## src/hw/rtl/mae_pkg.sv

```systemverilog
// Shared constants, types and command/status bundles for the mail address extractor.
// Used by mae_ctrl, mae_dpath and the top level; no dependencies.
package mae_pkg;

    localparam int ADDR_BYTES = 256;
    localparam int MAX_NEST   = 15;

    localparam int AW     = $clog2(ADDR_BYTES);
    localparam int LW     = $clog2(ADDR_BYTES + 1);
    localparam int TW     = $clog2(ADDR_BYTES + 3);
    localparam int NEST_W = $clog2(MAX_NEST + 1);

    localparam logic [7:0] CH_NUL   = 8'h00;
    localparam logic [7:0] CH_LT    = 8'h3C;
    localparam logic [7:0] CH_GT    = 8'h3E;
    localparam logic [7:0] CH_LPAR  = 8'h28;
    localparam logic [7:0] CH_RPAR  = 8'h29;
    localparam logic [7:0] CH_COMMA = 8'h2C;
    localparam logic [7:0] CH_SEMI  = 8'h3B;
    localparam logic [7:0] CH_AT    = 8'h40;
    localparam logic [7:0] CH_COLON = 8'h3A;
    localparam logic [7:0] CH_DOT   = 8'h2E;
    localparam logic [7:0] CH_LBRK  = 8'h5B;
    localparam logic [7:0] CH_RBRK  = 8'h5D;
    localparam logic [7:0] CH_QUOTE = 8'h22;
    localparam logic [7:0] CH_BSL   = 8'h5C;
    localparam logic [7:0] CH_SP    = 8'h20;
    localparam logic [7:0] CH_TAB   = 8'h09;
    localparam logic [7:0] CH_LF    = 8'h0A;

    localparam logic [1:0] RSN_END  = 2'd0;
    localparam logic [1:0] RSN_SEP  = 2'd1;
    localparam logic [1:0] RSN_WORD = 2'd2;
    localparam logic [1:0] RSN_NAME = 2'd3;

    typedef struct packed {
        logic       clear;      // new scan: drop length, count, flag
        logic       put;        // append current byte
        logic       clr_len;    // restart collection
        logic       take;       // count byte as consumed
        logic       set_ovf;
        logic       emit;       // start packing the address
        logic       wrap;
        logic [1:0] reason;
        logic       fetch;      // gather bytes of the current word
        logic       next_word;
    } t_cmd;

    typedef struct packed {
        logic len_nz;
        logic word_done;
        logic last;
    } t_stat;

endpackage

```

## src/hw/rtl/mae_if.sv

```systemverilog
// Valid/ready channel interfaces: header byte input and packed address word output.
// Depends on nothing.
interface mae_byte_if;
    logic       valid;
    logic       ready;
    logic [7:0] ch;
    logic       first;

    modport source (output valid, ch, first, input ready);
    modport sink   (input valid, ch, first, output ready);
endinterface

interface mae_word_if;
    logic        valid;
    logic        ready;
    logic [63:0] data;
    logic [3:0]  byte_count;
    logic        last;
    logic [1:0]  stop_reason;
    logic [15:0] consumed;
    logic        overflow;

    modport source (output valid, data, byte_count, last, stop_reason, consumed, overflow,
                    input ready);
    modport sink   (input valid, data, byte_count, last, stop_reason, consumed, overflow,
                    output ready);
endinterface

```

## src/hw/rtl/mae_dpath.sv

```systemverilog
// Datapath: address byte memory, length/consumed/overflow counters and word packer.
// Depends on mae_pkg; driven by commands from mae_ctrl.
module mae_dpath (
    input  logic           i_clk,
    input  logic           i_rst_n,
    input  logic [7:0]     i_ch,
    input  mae_pkg::t_cmd  i_cmd,
    output mae_pkg::t_stat o_stat,
    output logic [63:0]    o_data,
    output logic [3:0]     o_byte_count,
    output logic [1:0]     o_stop_reason,
    output logic [15:0]    o_consumed,
    output logic           o_overflow
);

    localparam logic [1:0] SRC_MEM = 2'd0;
    localparam logic [1:0] SRC_LT  = 2'd1;
    localparam logic [1:0] SRC_GT  = 2'd2;

    logic [7:0] mem [mae_pkg::ADDR_BYTES];

    logic [mae_pkg::LW-1:0] r_len, n_len, base_len;
    logic [15:0]            r_cons, n_cons;
    logic                   r_ovf, n_ovf;
    logic                   wr_en;

    logic [mae_pkg::TW-1:0] r_pos, r_total, rd_idx;
    logic [3:0]             r_k, r_cnt;
    logic [63:0]            r_word;
    logic                   r_wrap, r_pend;
    logic [1:0]             r_reason, r_src, src;
    logic [7:0]             r_rd, app_byte;
    logic                   issue;

    always_comb begin
        base_len = i_cmd.clear ? '0 : r_len;
        n_len    = base_len;
        n_cons   = i_cmd.clear ? '0 : r_cons;
        n_ovf    = i_cmd.clear ? 1'b0 : r_ovf;
        wr_en    = 1'b0;
        if (i_cmd.clr_len) begin
            n_len = '0;
        end
        if (i_cmd.put) begin
            if (base_len < mae_pkg::LW'(mae_pkg::ADDR_BYTES)) begin
                wr_en = 1'b1;
                n_len = base_len + 1'b1;
            end else begin
                n_ovf = 1'b1;
            end
        end
        if (i_cmd.set_ovf) begin
            n_ovf = 1'b1;
        end
        if (i_cmd.take && n_cons != 16'hFFFF) begin
            n_cons = n_cons + 16'd1;
        end
    end

    assign issue  = i_cmd.fetch && (r_pos < r_total) && (r_k < 4'd8);
    assign rd_idx = r_wrap ? r_pos - 1'b1 : r_pos;

    always_comb begin
        src = SRC_MEM;
        if (r_wrap && r_pos == '0) begin
            src = SRC_LT;
        end else if (r_wrap && r_pos == r_total - 1'b1) begin
            src = SRC_GT;
        end
    end

    always_comb begin
        case (r_src)
            SRC_LT:  app_byte = mae_pkg::CH_LT;
            SRC_GT:  app_byte = mae_pkg::CH_GT;
            default: app_byte = r_rd;
        endcase
    end

    always_ff @(posedge i_clk) begin
        if (wr_en) begin
            mem[base_len[mae_pkg::AW-1:0]] <= i_ch;
        end
        if (issue) begin
            r_rd <= mem[rd_idx[mae_pkg::AW-1:0]];
        end
    end

    always_ff @(posedge i_clk) begin
        if (!i_rst_n) begin
            r_len  <= '0;
            r_cons <= '0;
            r_ovf  <= 1'b0;
            r_pend <= 1'b0;
            r_pos  <= '0;
            r_total <= '0;
            r_k    <= '0;
            r_cnt  <= '0;
        end else begin
            r_len  <= n_len;
            r_cons <= n_cons;
            r_ovf  <= n_ovf;
            r_pend <= issue;
            if (i_cmd.emit) begin
                r_total <= mae_pkg::TW'(n_len) + (i_cmd.wrap ? mae_pkg::TW'(2) : '0);
                r_pos   <= '0;
                r_k     <= '0;
                r_cnt   <= '0;
            end else if (i_cmd.next_word) begin
                r_k   <= '0;
                r_cnt <= '0;
            end else begin
                if (issue) begin
                    r_pos <= r_pos + 1'b1;
                    r_k   <= r_k + 4'd1;
                end
                if (r_pend) begin
                    r_cnt <= r_cnt + 4'd1;
                end
            end
        end
    end

    always_ff @(posedge i_clk) begin
        if (i_cmd.emit) begin
            r_wrap   <= i_cmd.wrap;
            r_reason <= i_cmd.reason;
        end
        if (issue) begin
            r_src <= src;
        end
        if (i_cmd.emit || i_cmd.next_word) begin
            r_word <= '0;
        end else if (r_pend) begin
            r_word[{r_cnt[2:0], 3'b000} +: 8] <= app_byte;
        end
    end

    assign o_stat.len_nz    = (r_len != '0);
    assign o_stat.word_done = ((r_pos >= r_total) || (r_k == 4'd8)) && !r_pend;
    assign o_stat.last      = (r_pos >= r_total);

    assign o_data        = r_word;
    assign o_byte_count  = r_cnt;
    assign o_stop_reason = r_reason;
    assign o_consumed    = r_cons;
    assign o_overflow    = r_ovf;

endmodule

```

## src/hw/rtl/mae_ctrl.sv

```systemverilog
// Controller: byte scanner state (mode, angle, spacing, comment depth) and emit sequencing.
// Depends on mae_pkg; issues commands to mae_dpath.
module mae_ctrl (
    input  logic           i_clk,
    input  logic           i_rst_n,
    input  logic           i_in_valid,
    input  logic [7:0]     i_ch,
    input  logic           i_first,
    output logic           o_in_ready,
    output logic           o_out_valid,
    input  logic           i_out_ready,
    input  mae_pkg::t_stat i_stat,
    output mae_pkg::t_cmd  o_cmd
);

    localparam logic [1:0] ST_SCAN  = 2'd0;
    localparam logic [1:0] ST_FETCH = 2'd1;
    localparam logic [1:0] ST_SEND  = 2'd2;

    localparam logic [2:0] M_IDLE    = 3'd0;
    localparam logic [2:0] M_NORMAL  = 3'd1;
    localparam logic [2:0] M_ESCAPE  = 3'd2;
    localparam logic [2:0] M_LITERAL = 3'd3;
    localparam logic [2:0] M_LIT_ESC = 3'd4;
    localparam logic [2:0] M_COMMENT = 3'd5;
    localparam logic [2:0] M_COM_ESC = 3'd6;

    logic [1:0]                r_state, n_state;
    logic [2:0]                r_mode, n_mode, e_mode;
    logic [1:0]                r_angle, n_angle, e_angle;
    logic [1:0]                r_space, n_space, e_space;
    logic                      r_lbr, n_lbr, e_lbr;
    logic [mae_pkg::NEST_W-1:0] r_depth, n_depth, e_depth, dec_depth;
    logic                      len_nz, do_emit, new_word;
    logic [1:0]                rsn;
    logic                      wrp;

    assign o_in_ready  = (r_state == ST_SCAN);
    assign o_out_valid = (r_state == ST_SEND);

    always_comb begin
        n_state = r_state;
        o_cmd   = '0;
        e_mode  = i_first ? M_NORMAL : r_mode;
        e_angle = i_first ? 2'd0 : r_angle;
        e_space = i_first ? 2'd0 : r_space;
        e_lbr   = i_first ? 1'b0 : r_lbr;
        e_depth = i_first ? '0 : r_depth;
        len_nz  = !i_first && i_stat.len_nz;
        new_word = (e_angle == 2'd0) && (e_space == 2'd3) && len_nz;
        dec_depth = (e_depth != '0) ? e_depth - 1'b1 : e_depth;
        n_mode  = r_mode;
        n_angle = r_angle;
        n_space = r_space;
        n_lbr   = r_lbr;
        n_depth = r_depth;
        do_emit = 1'b0;
        rsn     = mae_pkg::RSN_END;
        wrp     = 1'b0;

        case (r_state)
            ST_SCAN: begin
                if (i_in_valid) begin
                    o_cmd.clear = i_first;
                    n_mode  = e_mode;
                    n_angle = e_angle;
                    n_space = e_space;
                    n_lbr   = e_lbr;
                    n_depth = e_depth;
                    if (i_first && i_ch == mae_pkg::CH_LT) begin
                        n_angle    = 2'd1;
                        o_cmd.take = 1'b1;
                    end else if (e_mode == M_IDLE) begin
                        n_mode = M_IDLE;
                    end else if (i_ch == mae_pkg::CH_NUL) begin
                        do_emit = 1'b1;
                        wrp     = (e_angle == 2'd2);
                    end else begin
                        case (e_mode)
                            M_COMMENT: begin
                                o_cmd.take = 1'b1;
                                if (i_ch == mae_pkg::CH_RPAR) begin
                                    n_depth = dec_depth;
                                    if (dec_depth == '0) begin
                                        n_mode  = M_NORMAL;
                                        n_space = e_space | 2'd1;
                                    end
                                end else if (i_ch == mae_pkg::CH_BSL) begin
                                    n_mode = M_COM_ESC;
                                end else if (i_ch == mae_pkg::CH_LPAR) begin
                                    if (e_depth < mae_pkg::NEST_W'(mae_pkg::MAX_NEST)) begin
                                        n_depth = e_depth + 1'b1;
                                    end else begin
                                        o_cmd.set_ovf = 1'b1;
                                    end
                                end
                            end
                            M_COM_ESC: begin
                                o_cmd.take = 1'b1;
                                n_mode     = M_COMMENT;
                            end
                            M_LITERAL: begin
                                o_cmd.take = 1'b1;
                                o_cmd.put  = 1'b1;
                                if (i_ch == (e_lbr ? mae_pkg::CH_RBRK : mae_pkg::CH_QUOTE)) begin
                                    n_mode = M_NORMAL;
                                end else if (i_ch == mae_pkg::CH_BSL) begin
                                    n_mode = M_LIT_ESC;
                                end
                            end
                            M_LIT_ESC: begin
                                o_cmd.take = 1'b1;
                                o_cmd.put  = 1'b1;
                                n_mode     = M_LITERAL;
                            end
                            M_ESCAPE: begin
                                if (new_word) begin
                                    do_emit = 1'b1;
                                    rsn     = mae_pkg::RSN_WORD;
                                end else begin
                                    n_space    = 2'd2;
                                    o_cmd.put  = 1'b1;
                                    o_cmd.take = 1'b1;
                                    n_mode     = M_NORMAL;
                                end
                            end
                            default: begin
                                case (i_ch)
                                    mae_pkg::CH_LT: begin
                                        if (e_angle == 2'd0) begin
                                            do_emit = 1'b1;
                                            rsn     = mae_pkg::RSN_NAME;
                                        end else begin
                                            o_cmd.clr_len = 1'b1;
                                            n_space       = 2'd0;
                                            o_cmd.take    = 1'b1;
                                        end
                                    end
                                    mae_pkg::CH_LPAR: begin
                                        o_cmd.take = 1'b1;
                                        n_depth    = mae_pkg::NEST_W'(1);
                                        n_mode     = M_COMMENT;
                                    end
                                    mae_pkg::CH_SP, mae_pkg::CH_TAB, mae_pkg::CH_LF: begin
                                        n_space    = e_space | 2'd1;
                                        o_cmd.take = 1'b1;
                                    end
                                    mae_pkg::CH_COMMA, mae_pkg::CH_SEMI: begin
                                        if (e_angle == 2'd0) begin
                                            do_emit = 1'b1;
                                            rsn     = mae_pkg::RSN_SEP;
                                        end else begin
                                            n_angle    = 2'd2;
                                            n_space    = 2'd0;
                                            o_cmd.put  = 1'b1;
                                            o_cmd.take = 1'b1;
                                        end
                                    end
                                    mae_pkg::CH_BSL: begin
                                        o_cmd.put  = 1'b1;
                                        o_cmd.take = 1'b1;
                                        n_mode     = M_ESCAPE;
                                    end
                                    mae_pkg::CH_GT: begin
                                        do_emit = 1'b1;
                                        wrp     = (e_angle == 2'd2);
                                    end
                                    mae_pkg::CH_AT, mae_pkg::CH_COLON, mae_pkg::CH_DOT: begin
                                        n_space    = 2'd0;
                                        o_cmd.put  = 1'b1;
                                        o_cmd.take = 1'b1;
                                    end
                                    mae_pkg::CH_LBRK, mae_pkg::CH_QUOTE: begin
                                        n_space    = 2'd2;
                                        n_lbr      = (i_ch == mae_pkg::CH_LBRK);
                                        o_cmd.put  = 1'b1;
                                        o_cmd.take = 1'b1;
                                        n_mode     = M_LITERAL;
                                    end
                                    default: begin
                                        if (new_word) begin
                                            do_emit = 1'b1;
                                            rsn     = mae_pkg::RSN_WORD;
                                        end else begin
                                            n_space    = 2'd2;
                                            o_cmd.put  = 1'b1;
                                            o_cmd.take = 1'b1;
                                        end
                                    end
                                endcase
                            end
                        endcase
                    end
                    if (do_emit) begin
                        o_cmd.emit   = 1'b1;
                        o_cmd.reason = rsn;
                        o_cmd.wrap   = wrp;
                        n_mode       = M_IDLE;
                        n_depth      = '0;
                        n_state      = ST_FETCH;
                    end
                end
            end
            ST_FETCH: begin
                o_cmd.fetch = 1'b1;
                if (i_stat.word_done) begin
                    n_state = ST_SEND;
                end
            end
            ST_SEND: begin
                if (i_out_ready) begin
                    if (i_stat.last) begin
                        n_state = ST_SCAN;
                    end else begin
                        o_cmd.next_word = 1'b1;
                        n_state         = ST_FETCH;
                    end
                end
            end
            default: begin
                n_state = ST_SCAN;
            end
        endcase
    end

    always_ff @(posedge i_clk) begin
        if (!i_rst_n) begin
            r_state <= ST_SCAN;
            r_mode  <= M_IDLE;
            r_angle <= 2'd0;
            r_space <= 2'd0;
            r_lbr   <= 1'b0;
            r_depth <= '0;
        end else begin
            r_state <= n_state;
            r_mode  <= n_mode;
            r_angle <= n_angle;
            r_space <= n_space;
            r_lbr   <= n_lbr;
            r_depth <= n_depth;
        end
    end

endmodule

```

## src/hw/rtl/mail_address_extractor.sv

```systemverilog
// Top level of the mail address extractor: ties the scan controller to the datapath.
// Depends on mae_pkg, mae_if, mae_ctrl and mae_dpath.

// Header bytes are taken one per cycle while an address is being scanned; a byte
// with first set starts a new scan, and bytes with first clear outside a scan are
// taken and dropped. The byte that ends the scan (NUL, '>', separator, new word or
// display name) is not forwarded; it starts the emit phase, during which no input
// is taken. The collected address sits in a single-port byte memory and is read
// back one byte per cycle while an output word is being assembled; between words
// the readback waits until the output word is accepted.
// Every result word carries the stop reason, consumed count and overflow flag.
module mail_address_extractor (
    input  logic          i_clk,
    input  logic          i_rst_n,
    mae_byte_if.sink      i_byte,
    mae_word_if.source    o_addr
);

    mae_pkg::t_cmd  cmd;
    mae_pkg::t_stat stat;

    mae_ctrl u_ctrl (
        .i_clk       (i_clk),
        .i_rst_n     (i_rst_n),
        .i_in_valid  (i_byte.valid),
        .i_ch        (i_byte.ch),
        .i_first     (i_byte.first),
        .o_in_ready  (i_byte.ready),
        .o_out_valid (o_addr.valid),
        .i_out_ready (o_addr.ready),
        .i_stat      (stat),
        .o_cmd       (cmd)
    );

    mae_dpath u_dpath (
        .i_clk         (i_clk),
        .i_rst_n       (i_rst_n),
        .i_ch          (i_byte.ch),
        .i_cmd         (cmd),
        .o_stat        (stat),
        .o_data        (o_addr.data),
        .o_byte_count  (o_addr.byte_count),
        .o_stop_reason (o_addr.stop_reason),
        .o_consumed    (o_addr.consumed),
        .o_overflow    (o_addr.overflow)
    );

    assign o_addr.last = stat.last;

endmodule
```

## src/flat_wrapper.sv

```systemverilog
// flat-port wrapper written by rule: the top's interface ports become plain ports
module mail_address_extractor_flat 
  (i_clk, i_rst_n, i_byte_valid, i_byte_ch, i_byte_first, i_byte_ready, o_addr_valid, o_addr_data, o_addr_byte_count, o_addr_last, o_addr_stop_reason, o_addr_consumed, o_addr_overflow, o_addr_ready);
  mae_byte_if i_byte_i ();
  mae_word_if o_addr_i ();
  input  logic i_clk;
  input  logic i_rst_n;
  input wire logic [$bits(i_byte_i.valid)-1:0] i_byte_valid;
  input wire logic [$bits(i_byte_i.ch)-1:0] i_byte_ch;
  input wire logic [$bits(i_byte_i.first)-1:0] i_byte_first;
  output wire logic [$bits(i_byte_i.ready)-1:0] i_byte_ready;
  output wire logic [$bits(o_addr_i.valid)-1:0] o_addr_valid;
  output wire logic [$bits(o_addr_i.data)-1:0] o_addr_data;
  output wire logic [$bits(o_addr_i.byte_count)-1:0] o_addr_byte_count;
  output wire logic [$bits(o_addr_i.last)-1:0] o_addr_last;
  output wire logic [$bits(o_addr_i.stop_reason)-1:0] o_addr_stop_reason;
  output wire logic [$bits(o_addr_i.consumed)-1:0] o_addr_consumed;
  output wire logic [$bits(o_addr_i.overflow)-1:0] o_addr_overflow;
  input wire logic [$bits(o_addr_i.ready)-1:0] o_addr_ready;
  assign i_byte_i.valid = i_byte_valid;
  assign i_byte_i.ch = i_byte_ch;
  assign i_byte_i.first = i_byte_first;
  assign i_byte_ready = i_byte_i.ready;
  assign o_addr_valid = o_addr_i.valid;
  assign o_addr_data = o_addr_i.data;
  assign o_addr_byte_count = o_addr_i.byte_count;
  assign o_addr_last = o_addr_i.last;
  assign o_addr_stop_reason = o_addr_i.stop_reason;
  assign o_addr_consumed = o_addr_i.consumed;
  assign o_addr_overflow = o_addr_i.overflow;
  assign o_addr_i.ready = o_addr_ready;
  mail_address_extractor u_core (.i_clk(i_clk), .i_rst_n(i_rst_n), .i_byte(i_byte_i), .o_addr(o_addr_i));
endmodule
```

## config.mk

```make
export PLATFORM = sky130hd
export DESIGN_NAME = mail_address_extractor_flat
export DESIGN_NICKNAME = d
export VERILOG_FILES = /design/src/hw/rtl/mae_pkg.sv /design/src/hw/rtl/mae_if.sv /design/src/hw/rtl/mae_dpath.sv /design/src/hw/rtl/mae_ctrl.sv /design/src/hw/rtl/mail_address_extractor.sv /design/src/flat_wrapper.sv
export SDC_FILE = /design/constraint.sdc
export NUM_CORES = 2
export LEC_CHECK = 0
export BUFFER_PORTS_ARGS = -buffer_cell sky130_fd_sc_hd__buf_2
export CAP_MARGIN = 20
export CORE_MARGIN = 2
export CORE_UTILIZATION = 33
export CTS_CLUSTER_DIAMETER = 30
export DETAILED_ROUTE_END_ITERATION = 16
export PLACE_DENSITY = 0.56
export SLEW_MARGIN = 10
export SYNTH_ARGS = -nofsm -noshare
export SYNTH_HDL_FRONTEND = slang
export SYNTH_SLANG_ARGS = --single-unit
```

## constraint.sdc

```tcl
create_clock -name i_clk -period 7.37 [get_ports i_clk]
set_clock_uncertainty 0.05 [all_clocks]
set_input_delay 0.3685 -clock i_clk [delete_from_list [all_inputs] [get_ports i_clk]]
set_output_delay 0.3685 -clock i_clk [all_outputs]
set_load 0.05 [all_outputs]
```

==> results.yml <==
worst_setup_path:
  endpoint_kind: "flip-flop"
  cp_max_fo: 28
  path_depth: 11
  crit_start: "u_core.u_dpath.r_len[4]$_SDFF_PN0_"
  r2r_slack_ns: 2.37
  arrival_ns: 5.73
  r2r_start: "u_core.u_dpath.r_len[4]$_SDFF_PN0_"
  crit_type: "flip-flop to flip-flop"
  worst_setup_path_start_kind: "flip-flop"
  crit_buf_inv: 1
  r2r_end: "u_core.u_dpath.r_total[8]$_SDFFE_PN0P_"
  cp_top_family: "simple AND/OR/NAND/NOR gates"
  cp_slowest_cell: "nor2_1"
  endpoint: "u_core.u_dpath.r_total[8]$_SDFFE_PN0P_"
  ff2ff_path_depth: 11
  critical_path.cell_chain: "nor4_1, nand3_1, nand4_1, a32o_1, o31a_1, buf_4, nand4_2, nor2_1, a21oi_1, xnor2_1, o22ai_1"
  cp.required_ns: 8.10
  crit_path_max_incr_delay_ns: 0.81
die:
  die_w_um: 517
  start_util_pct: 33.1
  io_pins: 103
  die_h_um: 517
  std_cell_rows: 188
  core_sq_mm: 0.262
  dieArea_sq_mm: 0.267
final_layout:
  multi_input_area_sq_mm: 0.0212
  num-nets-final: 4687
  syn_to_final_growth_pct: 23.7
  final_common_cell: "edfxtp_1"
  mostFrequentLayoutCells: "edfxtp_1, mux4_2, clkbuf_16"
  drive_gt1_share_pct: 32.7
  final_util_pct: 41.0
  seqCellArea_sq_mm: 0.0645
  n_fill_cell: 22798
  fin_cells: 8532
detailed_routing:
  drt_iter0_markers: 4900
  ant_nets: 0
  wirelength_um: 226000
  vias: 44420
  first_pass_iters: 5
  viasPerCell: 5.21
  drc_errors: 0
  wire_per_inst_um: 26.5
synth:
  synth_largest_area_cell: "edfxtp_1"
  yosysUniqueCellTypes: 78
  synth.area.top_cells: "edfxtp_1, mux4_2, dfxtp_1"
  synth_top_area_share_pct: 71.4
  async_reset_ff_share_pct: 0
  seq_area_frac_synth_pct: 74.4
  ys_warn_count: 0
  ys.flop_type: "edfxtp_1"
  avgSynthCellArea_sq_um: 20.6
  syn_inst: 4203
  synth_nets: 4244
  syn-cell-area_sq_mm: 0.0867
  synth_edf_count: 2061
  synth-seq-cells: 2192
grt:
  grt_usage_pct: 16.8
  grt_use_met1_pct: 23.3
  overflow: 0
  grt_pass1_vias: 45433
  antenna_found_initial: 22
  use_met3_pct: 3.52
  use_met2_pct: 26.6
  grt-busiest-layer: "met2"
  grt_pass1_wl_um: 327000
  grt_max_degree: 181
sta:
  fin_setup_tns_ns: 0
  finalHoldViolations: 0
  final.min_clock_period_ns: 5.00
  fin_crit_sh_pct: 67.8
  rsz0062_at_grt: "false"
  max_freq_ghz: 0.200
  slew_viol_final: 0
  worst_pin_slew_ns: 1.19
  setup_violations: 0
  slew_headroom_pct: 20.7
clock_network:
  cts_resized: 0
  clk_pin_slew_ns: 0.05
  cts_setup_buffers: 0
  numCtsBuffers: 452
  h-tree-depth: 5
  cts_max_path_buffers: 4
  clkLatencyLatePin_ns: 0.96
  cts_num_sinks: 2192
  cts-root-buf: "clkbuf_16"
  cts_tree: "yes"
status:
  run_status: "finished, final reports clean"
power_and_ir_drop:
  leakagePower_nw: 33.4
  vdd_ir_drop_max_v: 0.000211
  power.density_mw_per_mm2: 326
placed_design:
  placed_cells: 7692
  place_congestion: 0.836
  dp.final_hpwl_um: 136000
  port_buffers: 102
job:
  drv_cap: 0
worst_hold_path:
  hold_path.class: "input port to flip-flop"
-- synth_stat cells (all sizes together), types with 5 or more instances --
master,instances
a211oi,31
a21oi,63
a22oi,7
a31o,5
and2,20
and3,19
and4,5
buf,87
clkbuf,146
dfxtp,131
edfxtp,2061
ha,28
inv,32
mux2i,19
mux4,680
nand2,85
nand2b,17
nand3,58
nand4,24
nand4b,8
nor2,437
nor2b,12
nor3,37
nor3b,6
nor4,9
nor4b,5
o21a,9
o21ai,35
o22ai,7
or3,7
or4,5
xnor2,26
xor2,24
-- layout make-up --
cell class	count	share of cell area, %
Tap cell	3515	4.10
Multi-Input combinational cell	1745	19.8
Inverter	33	0.115
Sequential cell	2192	60.1
Clock inverter	317	3.48
Antenna cell	3	0.00700
Timing Repair Buffer	222	1.61
Clock buffer	505	10.8
-- routing by layer --
| layer | routed length (um) | vias to the layer above |
|---|---|---|
| met5 | 13 | - |
| met4 | 6170 | 2 |
| met3 | 15600 | 408 |
| met2 | 108000 | 1818 |
| met1 | 96200 | 23719 |
| li1 | - | 18473 |
-- what timing repair did --
item	4_1_cts	5_1_grt
hold endpoints to repair	286	0
endpoints found under the setup margin	0	0
hold buffers	11	0
-- tightest hold or removal path, cell delays in order --
cell and delay [ns]:
buf_2 0.11, nor3b_1 0.25, buf_4 0.20, a221oi_1 0.08
-- worst min-delay path by stage --
stage               cells after the start                                    from                                      to  slack, ns
floorplan                               2   u_core.u_ctrl.r_angle[1]$_SDFFE_PN0P_   u_core.u_ctrl.r_angle[1]$_SDFFE_PN0P_       0.40
global placement                        2  u_core.u_dpath.o_data[24]$_SDFFE_PP0P_  u_core.u_dpath.o_data[24]$_SDFFE_PP0P_       0.42
detailed placement                      2  u_core.u_dpath.o_data[37]$_SDFFE_PP0P_  u_core.u_dpath.o_data[37]$_SDFFE_PP0P_       0.42
CTS                                     4                            i_byte_valid    u_core.u_ctrl.r_mode[0]$_SDFFE_PN0P_       0.07
global route                            4                            i_byte_valid    u_core.u_ctrl.r_mode[0]$_SDFFE_PN0P_       0.11
finish                                  4                            i_byte_valid    u_core.u_ctrl.r_mode[0]$_SDFFE_PN0P_       0.10
-- metrics by stage --
stage | worst slack [ns] | power [W] | hold slack (ns) | instance area (sq um)
4_1_cts | 2.46 | 0.0352 | 0.0682 | 107000
2_1_floorplan | 3.52 | 0.0145 | 0.402 | 86700
6_report | 2.37 | 0.0350 | 0.101 | 107000
3_5_place_dp | 2.37 | 0.0149 | 0.420 | 91800
5_1_grt | 2.35 | 0.0359 | 0.115 | 107000
3_3_place_gp | 1.84 | 0.0149 | 0.415 | 91700
-- report_power, final --
part | total, W | internal, W | switching [W]
clock | 0.0203 | 0.0137 | 0.00657
sequential | 0.0138 | 0.0137 | 0.0000500
combinational | 0.000926 | 0.000193 | 0.000733
-- sequential cells by signal, summed over array words and instances (netlist names) --
signal,cells
u_core.u_dpath.r_pos,9
u_core.u_ctrl.r_mode,3
u_core.u_dpath.o_data,64
u_core.u_dpath.r_total,9
u_core.u_ctrl.r_space,2
u_core.u_ctrl.r_depth,4
u_core.u_dpath.r_rd,8
u_core.u_dpath.r_src,2
u_core.u_dpath.r_pend,1
u_core.u_ctrl.r_state,2
u_core.u_dpath.o_overflow,1
u_core.u_dpath.o_stop_reason,2
u_core.u_dpath.mem,2048
u_core.u_dpath.o_byte_count,4
u_core.u_dpath.o_consumed,16
u_core.u_ctrl.r_lbr,1
u_core.u_dpath.r_wrap,1
u_core.u_dpath.r_len,9
u_core.u_dpath.r_k,4
u_core.u_ctrl.r_angle,2
-- logic make-up (layout without fill, tap and decap cells) --
kind of cell / Yosys count / after routing / share of synthesized area (%)
AOI/OAI and AO/OA: 196 / 196 / 1.50
xor gates and xnor gates: 50 / 50 / 0.505
muxes: 699 / 699 / 17.9
other: 0 / 3 / 0
adders and majority gates: 28 / 28 / 0.404
DFF: 2192 / 2192 / 74.4
buffers and inverters: 266 / 1077 / 1.25
and+or+nand+nor: 772 / 772 / 4.07
No activity file was read; power rests on OpenSTA's default activity.
